==> config.mk <==
export PLATFORM = sky130hd
export DESIGN_NAME = ntc_temperature_average_convert
export DESIGN_NICKNAME = d
export VERILOG_FILES = /design/src/sv/ntc_pkg.sv /design/src/sv/ntc_engine.sv /design/src/sv/ntc_temperature_average_convert.sv
export SDC_FILE = /design/constraint.sdc
export NUM_CORES = 2
export LEC_CHECK = 0
export ABC_AREA = 0
export BUFFER_PORTS_ARGS = -buffer_cell sky130_fd_sc_hd__buf_2
export CAP_MARGIN = 0
export CORE_ASPECT_RATIO = 1.2
export CORE_MARGIN = 5
export CORE_UTILIZATION = 40
export CTS_BUF_LIST = sky130_fd_sc_hd__clkbuf_4
export DETAILED_ROUTE_END_ITERATION = 8
export PLACE_DENSITY = 0.65
export SLEW_MARGIN = 20
export SYNTH_ARGS = -nofsm -noshare
export SYNTH_HDL_FRONTEND = slang
export SYNTH_SLANG_ARGS = --single-unit
==> constraint.sdc <==
create_clock -name aclk -period 21.8 [get_ports aclk]
set_input_delay 5.45 -clock aclk [delete_from_list [all_inputs] [get_ports aclk]]
set_output_delay 5.45 -clock aclk [all_outputs]
set_load 0.02 [all_outputs]
==> src/sv/ntc_pkg.sv <==
// ----------------------------------------------------------------------------
// ntc_pkg: shared constants and the log table for the NTC temperature block
// Holds the field widths, the ln(1+i/32) table and the sequencer handshake type.
// ----------------------------------------------------------------------------
package ntc_pkg;

    localparam int unsigned SamplesAveraged = 15;
    localparam int unsigned AdcBits         = 12;
    localparam int unsigned Ln2Q16          = 45426;
    localparam int unsigned KelvinOffsetCk  = 27315;

    localparam logic [11:0] AdcFullScale = 12'hFFF;

    // Register indexes on the configuration port
    localparam logic [1:0] REG_DIVIDER  = 2'd0;
    localparam logic [1:0] REG_NOMINAL  = 2'd1;
    localparam logic [1:0] REG_NOM_TEMP = 2'd2;
    localparam logic [1:0] REG_BETA     = 2'd3;

    // Natural-log mantissa table, Q16, ln(1 + i/32)
    function automatic logic [15:0] ln_tab(input logic [5:0] idx);
        logic [15:0] v;
        case (idx)
            6'd0:  v = 16'd0;     6'd1:  v = 16'd2017;  6'd2:  v = 16'd3973;
            6'd3:  v = 16'd5873;  6'd4:  v = 16'd7719;  6'd5:  v = 16'd9515;
            6'd6:  v = 16'd11262; 6'd7:  v = 16'd12965; 6'd8:  v = 16'd14624;
            6'd9:  v = 16'd16242; 6'd10: v = 16'd17821; 6'd11: v = 16'd19364;
            6'd12: v = 16'd20870; 6'd13: v = 16'd22343; 6'd14: v = 16'd23783;
            6'd15: v = 16'd25193; 6'd16: v = 16'd26573; 6'd17: v = 16'd27924;
            6'd18: v = 16'd29248; 6'd19: v = 16'd30546; 6'd20: v = 16'd31818;
            6'd21: v = 16'd33067; 6'd22: v = 16'd34292; 6'd23: v = 16'd35494;
            6'd24: v = 16'd36675; 6'd25: v = 16'd37835; 6'd26: v = 16'd38975;
            6'd27: v = 16'd40095; 6'd28: v = 16'd41196; 6'd29: v = 16'd42280;
            6'd30: v = 16'd43345; 6'd31: v = 16'd44394; 6'd32: v = 16'd45426;
            default: v = 16'd0;
        endcase
        return v;
    endfunction

    // Start / done handshake between the top level and the arithmetic engine
    typedef struct packed {
        logic start;
        logic busy;
        logic done;
    } ntc_ctl_t;

endpackage

==> src/sv/ntc_engine.sv <==
// ----------------------------------------------------------------------------
// ntc_engine: average to temperature, bit-serial arithmetic
// Divides the sum by the sample count, takes four Q16 logs, multiplies
// bit-serially and runs a restoring divide one quotient bit per cycle.
// ----------------------------------------------------------------------------
module ntc_engine import ntc_pkg::*; (
    input  logic              aclk,
    input  logic              aresetn,
    input  logic              start,
    input  logic [15:0]       sum_in,
    input  logic [19:0]       r_div,
    input  logic [19:0]       r_nom,
    input  logic [15:0]       t_nom,
    input  logic [14:0]       beta,
    output ntc_ctl_t          ctl,
    output logic signed [15:0] temp_out,
    output logic              ok_out,
    output logic [11:0]       avg_out
);

    typedef enum logic [3:0] {
        S_IDLE, S_AVG, S_CHECK, S_LN, S_MUL_B, S_MUL_L, S_MUL_N, S_MUL_N2,
        S_DIV, S_FIN
    } state_t;

    state_t      state_reg;
    logic [4:0]  cnt_reg;
    logic [15:0] rem_reg;       // average division remainder
    logic [11:0] avg_reg;
    logic [1:0]  ln_sel_reg;
    logic [5:0]  ln_k_reg;      // bit search step
    logic [19:0] ln_x_reg;
    logic signed [25:0] l_reg;  // ln(R/R0), Q16
    logic [22:0] b100_reg;      // beta*100 built from shifts
    logic [63:0] acc_reg;       // multiply accumulator
    logic [63:0] mcand_reg;     // shifted multiplicand
    logic [25:0] mplier_reg;    // multiplier shifted out one bit a cycle
    logic        msign_reg;
    logic signed [47:0] den_reg;
    logic [63:0] num_reg;
    logic [63:0] qrem_reg;
    logic [63:0] quo_reg;
    logic [6:0]  qcnt_reg;
    logic signed [15:0] temp_reg;
    logic        ok_reg;
    logic        done_reg;

    // Log of the operand currently selected, on narrow logic
    logic [19:0] ln_x;
    logic [4:0]  ln_k;
    logic [15:0] ln_frac;
    logic [15:0] ln_lo, ln_hi;
    logic [26:0] ln_mix;
    logic [21:0] ln_val;
    logic [16:0] avg_rem_try;
    logic [64:0] q_try;

    always_comb begin
        ln_x = ln_x_reg;
        ln_k = ln_k_reg[4:0];
        if (ln_k <= 5'd16) begin
            ln_frac = 16'(ln_x << (5'd16 - ln_k));
        end else begin
            ln_frac = 16'(ln_x >> (ln_k - 5'd16));
        end
        ln_lo  = ln_tab({1'b0, ln_frac[15:11]});
        ln_hi  = ln_tab({1'b0, ln_frac[15:11]} + 6'd1);
        ln_mix = 27'((ln_hi - ln_lo) * ln_frac[10:0]) + 27'd1024;
        ln_val = 22'(ln_k) * 22'(Ln2Q16) + 22'(ln_lo) + 22'(ln_mix[26:11]);
        avg_rem_try = {rem_reg, sum_in[15 - cnt_reg[3:0]]} - 17'(SamplesAveraged);
        q_try = {qrem_reg, num_reg[63]} - {{17{den_reg[47]}}, den_reg};
    end

    always_ff @(posedge aclk) begin
        if (!aresetn) begin
            state_reg <= S_IDLE;
            done_reg  <= 1'b0;
        end else begin
            done_reg <= 1'b0;
            case (state_reg)
                S_IDLE: begin
                    if (start) begin
                        state_reg <= S_AVG;
                        cnt_reg   <= '0;
                        rem_reg   <= '0;
                        avg_reg   <= '0;
                    end
                end
                // Long division of the sum by the sample count, one bit a cycle
                S_AVG: begin
                    if (!avg_rem_try[16]) begin
                        rem_reg <= avg_rem_try[15:0];
                        avg_reg <= {avg_reg[10:0], 1'b1};
                    end else begin
                        rem_reg <= {rem_reg[14:0], sum_in[15 - cnt_reg[3:0]]};
                        avg_reg <= {avg_reg[10:0], 1'b0};
                    end
                    cnt_reg <= cnt_reg + 5'd1;
                    if (cnt_reg == 5'd15) begin
                        state_reg <= S_CHECK;
                    end
                end
                S_CHECK: begin
                    if (avg_reg == '0 || r_nom == '0) begin
                        temp_reg <= -16'(KelvinOffsetCk);
                        ok_reg   <= 1'b0;
                        state_reg <= S_FIN;
                    end else if (avg_reg == AdcFullScale || r_div == '0) begin
                        temp_reg <= 16'sd32767;
                        ok_reg   <= 1'b0;
                        state_reg <= S_FIN;
                    end else begin
                        ln_sel_reg <= 2'd0;
                        ln_x_reg   <= r_div;
                        ln_k_reg   <= 6'd0;
                        l_reg      <= '0;
                        state_reg  <= S_LN;
                    end
                end
                // Find the top set bit one step a cycle, then add or subtract its log
                S_LN: begin
                    if (ln_k_reg < 6'd19 && (ln_x_reg >> (ln_k_reg + 6'd1)) != '0) begin
                        ln_k_reg <= ln_k_reg + 6'd1;
                    end else begin
                        if (ln_sel_reg[1] == ln_sel_reg[0]) begin
                            l_reg <= (ln_sel_reg == 2'd0) ? l_reg + 26'(ln_val)
                                                         : l_reg - 26'(ln_val);
                        end else begin
                            l_reg <= (ln_sel_reg == 2'd1) ? l_reg + 26'(ln_val)
                                                         : l_reg - 26'(ln_val);
                        end
                        ln_k_reg   <= 6'd0;
                        ln_sel_reg <= ln_sel_reg + 2'd1;
                        case (ln_sel_reg)
                            2'd0: ln_x_reg <= 20'(AdcFullScale - avg_reg);
                            2'd1: ln_x_reg <= 20'(avg_reg);
                            2'd2: ln_x_reg <= r_nom;
                            default: ln_x_reg <= '0;
                        endcase
                        if (ln_sel_reg == 2'd3) begin
                            b100_reg  <= 23'({beta, 6'd0}) + 23'({beta, 5'd0})
                                       + 23'({beta, 2'd0});
                            state_reg <= S_MUL_B;
                        end
                    end
                end
                // den = b100*2^16 + L*T0 ; L*T0 by shift and add
                S_MUL_B: begin
                    acc_reg    <= '0;
                    mcand_reg  <= 64'(t_nom);
                    msign_reg  <= l_reg[25];
                    mplier_reg <= l_reg[25] ? 26'(-l_reg) : 26'(l_reg);
                    cnt_reg    <= '0;
                    state_reg  <= S_MUL_L;
                end
                S_MUL_L: begin
                    if (mplier_reg[0]) begin
                        acc_reg <= acc_reg + mcand_reg;
                    end
                    mcand_reg  <= {mcand_reg[62:0], 1'b0};
                    mplier_reg <= {1'b0, mplier_reg[25:1]};
                    cnt_reg    <= cnt_reg + 5'd1;
                    if (cnt_reg == 5'd25) begin
                        state_reg <= S_MUL_N;
                    end
                end
                S_MUL_N: begin
                    den_reg <= (msign_reg ? -$signed(48'(acc_reg)) : $signed(48'(acc_reg)))
                             + $signed({9'd0, b100_reg, 16'd0});
                    acc_reg    <= '0;
                    mcand_reg  <= {25'd0, b100_reg, 16'd0};
                    mplier_reg <= 26'(t_nom);
                    cnt_reg    <= '0;
                    state_reg  <= S_MUL_N2;
                end
                // num = b100*2^16*T0 + den/2, the half divisor rounding the quotient
                S_MUL_N2: begin
                    if (mplier_reg[0]) begin
                        acc_reg <= acc_reg + mcand_reg;
                    end
                    mcand_reg  <= {mcand_reg[62:0], 1'b0};
                    mplier_reg <= {1'b0, mplier_reg[25:1]};
                    cnt_reg    <= cnt_reg + 5'd1;
                    if (cnt_reg == 5'd15) begin
                        if (den_reg <= 48'sd0) begin
                            temp_reg  <= 16'sd32767;
                            ok_reg    <= 1'b0;
                            state_reg <= S_FIN;
                        end else begin
                            num_reg   <= (mplier_reg[0] ? acc_reg + mcand_reg : acc_reg)
                                       + 64'(den_reg[47:1]);
                            qrem_reg  <= '0;
                            quo_reg   <= '0;
                            qcnt_reg  <= '0;
                            state_reg <= S_DIV;
                        end
                    end
                end
                // Restoring divide, one quotient bit per cycle
                S_DIV: begin
                    if (!q_try[64]) begin
                        qrem_reg <= q_try[63:0];
                        quo_reg  <= {quo_reg[62:0], 1'b1};
                    end else begin
                        qrem_reg <= {qrem_reg[62:0], num_reg[63]};
                        quo_reg  <= {quo_reg[62:0], 1'b0};
                    end
                    num_reg  <= {num_reg[62:0], 1'b0};
                    qcnt_reg <= qcnt_reg + 7'd1;
                    if (qcnt_reg == 7'd63) begin
                        state_reg <= S_FIN;
                        ok_reg    <= 1'b1;
                        temp_reg  <= '0;
                    end
                end
                S_FIN: begin
                    if (ok_reg) begin
                        if (quo_reg > 64'(32767 + KelvinOffsetCk)) begin
                            temp_reg <= 16'sd32767;
                            ok_reg   <= 1'b0;
                        end else begin
                            temp_reg <= 16'(quo_reg[16:0] - 17'(KelvinOffsetCk));
                        end
                    end
                    done_reg  <= 1'b1;
                    state_reg <= S_IDLE;
                end
                default: state_reg <= S_IDLE;
            endcase
        end
    end

    assign ctl.start = start;
    assign ctl.busy  = (state_reg != S_IDLE);
    assign ctl.done  = done_reg;
    assign temp_out  = temp_reg;
    assign ok_out    = ok_reg;
    assign avg_out   = avg_reg;

    // A result is flagged only after a pass through the sequencer
    assert property (@(posedge aclk) disable iff (!aresetn)
        done_reg |-> $past(state_reg) == S_FIN) else $error("done without finish");
    assert property (@(posedge aclk) disable iff (!aresetn)
        done_reg && ok_reg |-> avg_reg != '0 && avg_reg != AdcFullScale)
        else $error("in range with saturated average");
    assert property (@(posedge aclk) disable iff (!aresetn)
        state_reg == S_AVG |=> $stable(sum_in)) else $error("sum changed during divide");

endmodule

==> src/sv/ntc_temperature_average_convert.sv <==
// ----------------------------------------------------------------------------
// ntc_temperature_average_convert: averaged NTC divider reading to temperature
// Sums samples and on every fifteenth one converts the average to 0.01 degC.
// ----------------------------------------------------------------------------
// Samples 1..14 of a group: added to the sum back to back, no result.
// Fifteenth sample: the engine runs 16 average-divide steps, n = 4..64 log search
// steps, 42 multiply steps and 64 divide steps, then the result is registered at the output.
// Input is held from the fifteenth sample until the result transfers and the engine
// is idle; s_ready then rises again once wait_reg clears.
// Synchronous active-low reset clears the sum, count and flags and loads config defaults.
module ntc_temperature_average_convert import ntc_pkg::*; (
    input  logic               aclk,
    input  logic               aresetn,
    input  logic               s_valid,
    output logic               s_ready,
    input  logic [11:0]        s_adc_sample,
    output logic               m_valid,
    input  logic               m_ready,
    output logic signed [15:0] m_temp_centi_c,
    output logic               m_in_range,
    output logic [11:0]        m_adc_average,
    input  logic               cfg_we,
    input  logic [1:0]         cfg_index,
    input  logic [19:0]        cfg_wdata
);

    logic [19:0] r_div_reg, r_nom_reg;
    logic [15:0] t_nom_reg;
    logic [14:0] beta_reg;
    logic [15:0] sum_reg, sum_next;
    logic [3:0]  count_reg;
    logic [15:0] hold_reg;
    logic        go_reg;
    logic        wait_reg;
    ntc_ctl_t    ctl;
    logic signed [15:0] e_temp;
    logic        e_ok;
    logic [11:0] e_avg;

    assign sum_next = sum_reg + 16'(s_adc_sample);
    assign s_ready  = !wait_reg;

    // Register writes
    always_ff @(posedge aclk) begin
        if (!aresetn) begin
            r_div_reg <= 20'd10000;
            r_nom_reg <= 20'd10000;
            t_nom_reg <= 16'd29815;
            beta_reg  <= 15'd3950;
        end else if (cfg_we) begin
            case (cfg_index)
                REG_DIVIDER:  r_div_reg <= cfg_wdata;
                REG_NOMINAL:  r_nom_reg <= cfg_wdata;
                REG_NOM_TEMP: t_nom_reg <= cfg_wdata[15:0];
                REG_BETA:     beta_reg  <= cfg_wdata[14:0];
                default: ;
            endcase
        end
    end

    // Accumulation and launch; output register waits for its transfer
    always_ff @(posedge aclk) begin
        if (!aresetn) begin
            sum_reg   <= '0;
            count_reg <= '0;
            go_reg    <= 1'b0;
            wait_reg  <= 1'b0;
            m_valid   <= 1'b0;
        end else begin
            go_reg <= 1'b0;
            if (m_valid && m_ready) begin
                m_valid <= 1'b0;
            end
            if (s_valid && s_ready) begin
                if (count_reg == 4'(SamplesAveraged - 1)) begin
                    hold_reg  <= sum_next;
                    sum_reg   <= '0;
                    count_reg <= '0;
                    go_reg    <= 1'b1;
                    wait_reg  <= 1'b1;
                end else begin
                    sum_reg   <= sum_next;
                    count_reg <= count_reg + 4'd1;
                end
            end
            if (ctl.done) begin
                m_temp_centi_c <= e_temp;
                m_in_range     <= e_ok;
                m_adc_average  <= e_avg;
                m_valid        <= 1'b1;
            end
            if (wait_reg && !go_reg && !ctl.busy && !ctl.done && !m_valid) begin
                wait_reg <= 1'b0;
            end
        end
    end

    ntc_engine u_engine (
        .aclk     (aclk),
        .aresetn  (aresetn),
        .start    (go_reg),
        .sum_in   (hold_reg),
        .r_div    (r_div_reg),
        .r_nom    (r_nom_reg),
        .t_nom    (t_nom_reg),
        .beta     (beta_reg),
        .ctl      (ctl),
        .temp_out (e_temp),
        .ok_out   (e_ok),
        .avg_out  (e_avg)
    );

    assert property (@(posedge aclk) disable iff (!aresetn)
        ctl.done |-> wait_reg) else $error("result without pending group");
    assert property (@(posedge aclk) disable iff (!aresetn)
        go_reg |-> !ctl.busy) else $error("launch while engine busy");
    assert property (@(posedge aclk) disable iff (!aresetn)
        ctl.done |-> !m_valid) else $error("output overwritten");

endmodule
==> results.md <==
- Fmax: 0.0541 GHz
- Fin. Hold Viols: 0
- Synth top area share: 0.302
- Critical Path AT: 19260 ps
- First-pass GRT wire length: 246 mm
- Die width: 354 um
- Main synth FF type: edfxtp_1
- Synthesized instance count: 6269
- Leak: 0.0256 uW
- Port Buf Inserts: 69
- Clock Latency Late Sink: 1140 ps
- Mapped cell area: 0.0569 mm^2
- Root buffer cell: clkbuf_4
- Required time of the critical path: 22560 ps
- Non-filler cells, final: 8279
- Worst Path Buf+Inv: 11
- Pwr Density: 55.5 mW/mm^2
- Max IR drop VDD: 0.0499 mV
- Clock slew at reported path FFs: 70 ps
- Max-Cap Viols: 0
- Routed length per instance: 18.5 um
- CTS H-tree lvls: 4
- Design area: 0.0613 mm^2
- Final WL: 153 mm
- Status: finished, final reports clean
- Die H: 423 um
- Global route overflow: 0
- Fin Setup TNS: 0 ps
- Full die area: 0.150 mm^2
- Residual DRC count: 0
- Yosys reg bits: 671
- R2r startpoint: u_engine.ln_k_reg[0]
- IO Pins: 70
- Post-CTS setup buffer count: 0
- Via count: 46.3k
- CTS Buf Count: 183
- HPWL reported at the end of detailed placement: 116 mm
- Asr flop ratio synth: 0
- Crit path largest cell delay: 890 ps
- Tightest Pin Transition: 1200 ps
- WS Path Type: reg2reg
- Initial antenna violation count: 6
- Largest net degree at the start of global routing: 87
- Largest area contributor in the netlist: edfxtp_1
- Vias in the first global route: 46.3k
- Slew Viols, Final: 0
- Area grow syn2layout: 7.81%
- Slowest cell on crit path: xor2_1
- Setup violators final: 0
- GRT Overall Usage: 0.200
- Via density: 5.59
- Placed insts: 7941
- Cell family with most CP delay: compound AO/OA/AOI/OAI gates
- Crit Path Max Fanout: 58
- Avg Cell Area, Syn: 9.07 um^2
- RSZ-0062 raised after global routing: false
- Fraction of layout cells with a size suffix above 1: 0.0864
- Hold crit path type: reg2reg
- Starting Density: 0.402
- Most common cell on crit path: ha_1
- CP startpoint kind: register
- Routability cong.: 0.911
- CORE AREA: 0.141 mm^2
- Start point of the critical path: u_engine.ln_k_reg[0]
- Setup crit end kind: register
- Post-cts sizing count: 0
- Overall power: 3400 uW
- Net Count, Synth: 6938
- DP Area: 0.0589 mm^2
- Fillers: 13.9k
- Number of synthesis warnings: 0
- Worst Clk Skew: 128 ps
- Slew headroom: 0.194
- Synth cell types: 101
- DRT iter0 DRCs: 3038
- Most frequent cell after synthesis: nand2_1
- Seq/Total Area, Yosys: 0.337
- Final nets: 6959
- Post-DRT Antenna Nets: 0
- Deepest clock path buffer count: 3
- CTS tree: built
- Synth cell count leaders: 654 x nand2_1, 572 x edfxtp_1, 564 x nor2_1
- Post-CTS Hold Fix Bufs: 0
- Rows: 151
- Ranking of synthesized cells by area: edfxtp_1 30%, ha_1 9.5%, fa_1 7.0%, xnor2_1 4.4%, nand2_1 4.3%
- Post-Route Utilization: 0.434
- # clock sinks: 671
- Number of flops mapped to enable cells by yosys: 572
- Period utilization: 0.848
- Hold path start: u_engine.temp_out[10]
- Drt pass-1 iters: 6
- Post-route minimum period: 18490 ps
[worst reg2reg max path: cells and delay by family, from the launching register on]
family                   cells  cell delay (ps)
AO/OA/AOI/OAI               26             6700
XOR/XNOR                     3             1180
adder cells (fa/ha/maj)     14             5470
buffers and inverters       11             2590
flip-flops                   1              320
AND/OR/NAND/NOR             14             1870
[logic make-up (layout without fill, tap and decap cells)]
| group | count (synthesis) | in the layout | synth area share |
|---|---|---|---|
| muxes | 160 | 160 | 0.0324 |
| adders and majority gates | 630 | 630 | 0.165 |
| other | 1 | 6 | 0.0000660 |
| and+or+nand+nor | 2074 | 2074 | 0.172 |
| AOI/OAI and AO/OA | 1580 | 1580 | 0.180 |
| DFF | 671 | 671 | 0.337 |
| buffers and inverters | 727 | 896 | 0.0487 |
| xor gates and xnor gates | 426 | 426 | 0.0656 |
[metrics by stage]
step                setup slack, ps  hold slack, ps
detailed placement             3600             406
CTS                            3480             407
finish                         3310             415
global placement               3780             404
floorplan                      4580             400
global route                   1440             427
[report_power, final]
group	internal, uW	leakage, uW	switching (uW)
clock network	572	0.00138	571
logic	327	0.0176	503
registers	1400	0.00653	24.3
[layer usage]
metal | routed length, um | GRT usage | vias to the layer above | share of wire
met5 | 30 | 0 | - | 0.00020
met4 | 6410 | 0.0851 | 4 | 0.042
met3 | 6110 | 0.0268 | 332 | 0.040
met2 | 74900 | 0.349 | 1096 | 0.49
met1 | 65600 | 0.249 | 22300 | 0.43
li1 | - | - | 22500 | -
[area by class of cell]
class / count / area [um^2] / area share
clock buffer: 253 / 1900 / 0.0310
tap: 1836 / 2300 / 0.0375
antenna: 5 / 12.5 / 0.000204
inverter: 432 / 1630 / 0.0265
sequential: 671 / 19200 / 0.313
clock inverter: 80 / 455 / 0.00743
multi-input combinational: 4871 / 35000 / 0.572
timing repair buffer: 131 / 811 / 0.0132
[worst paths after layout]
kind,endpoint,slack (ps),cells past startpoint
setup / recovery,u_engine.l_reg[23],3310,68
hold / removal,m_temp_centi_c[10],420,0
setup reg to reg,u_engine.l_reg[23],3310,68
hold reg to reg,m_temp_centi_c[10],420,0
[layout by cell type, fill, tap and decap left out, types with 99 or more instances in the layout]
cell	netlist	layout
dfxtp_1	99	99
nor2_1	564	562
clkbuf_4	0	253
fa_1	198	198
nand2_1	654	653
a21oi_1	418	417
xor2_1	138	138
ha_1	432	432
a21o_1	137	137
and2_1	147	144
o21ai_0	353	352
inv_1	429	428
xnor2_1	288	287
edfxtp_1	572	572
nand3_1	130	130
No activity file was read; power rests on OpenSTA's default activity.
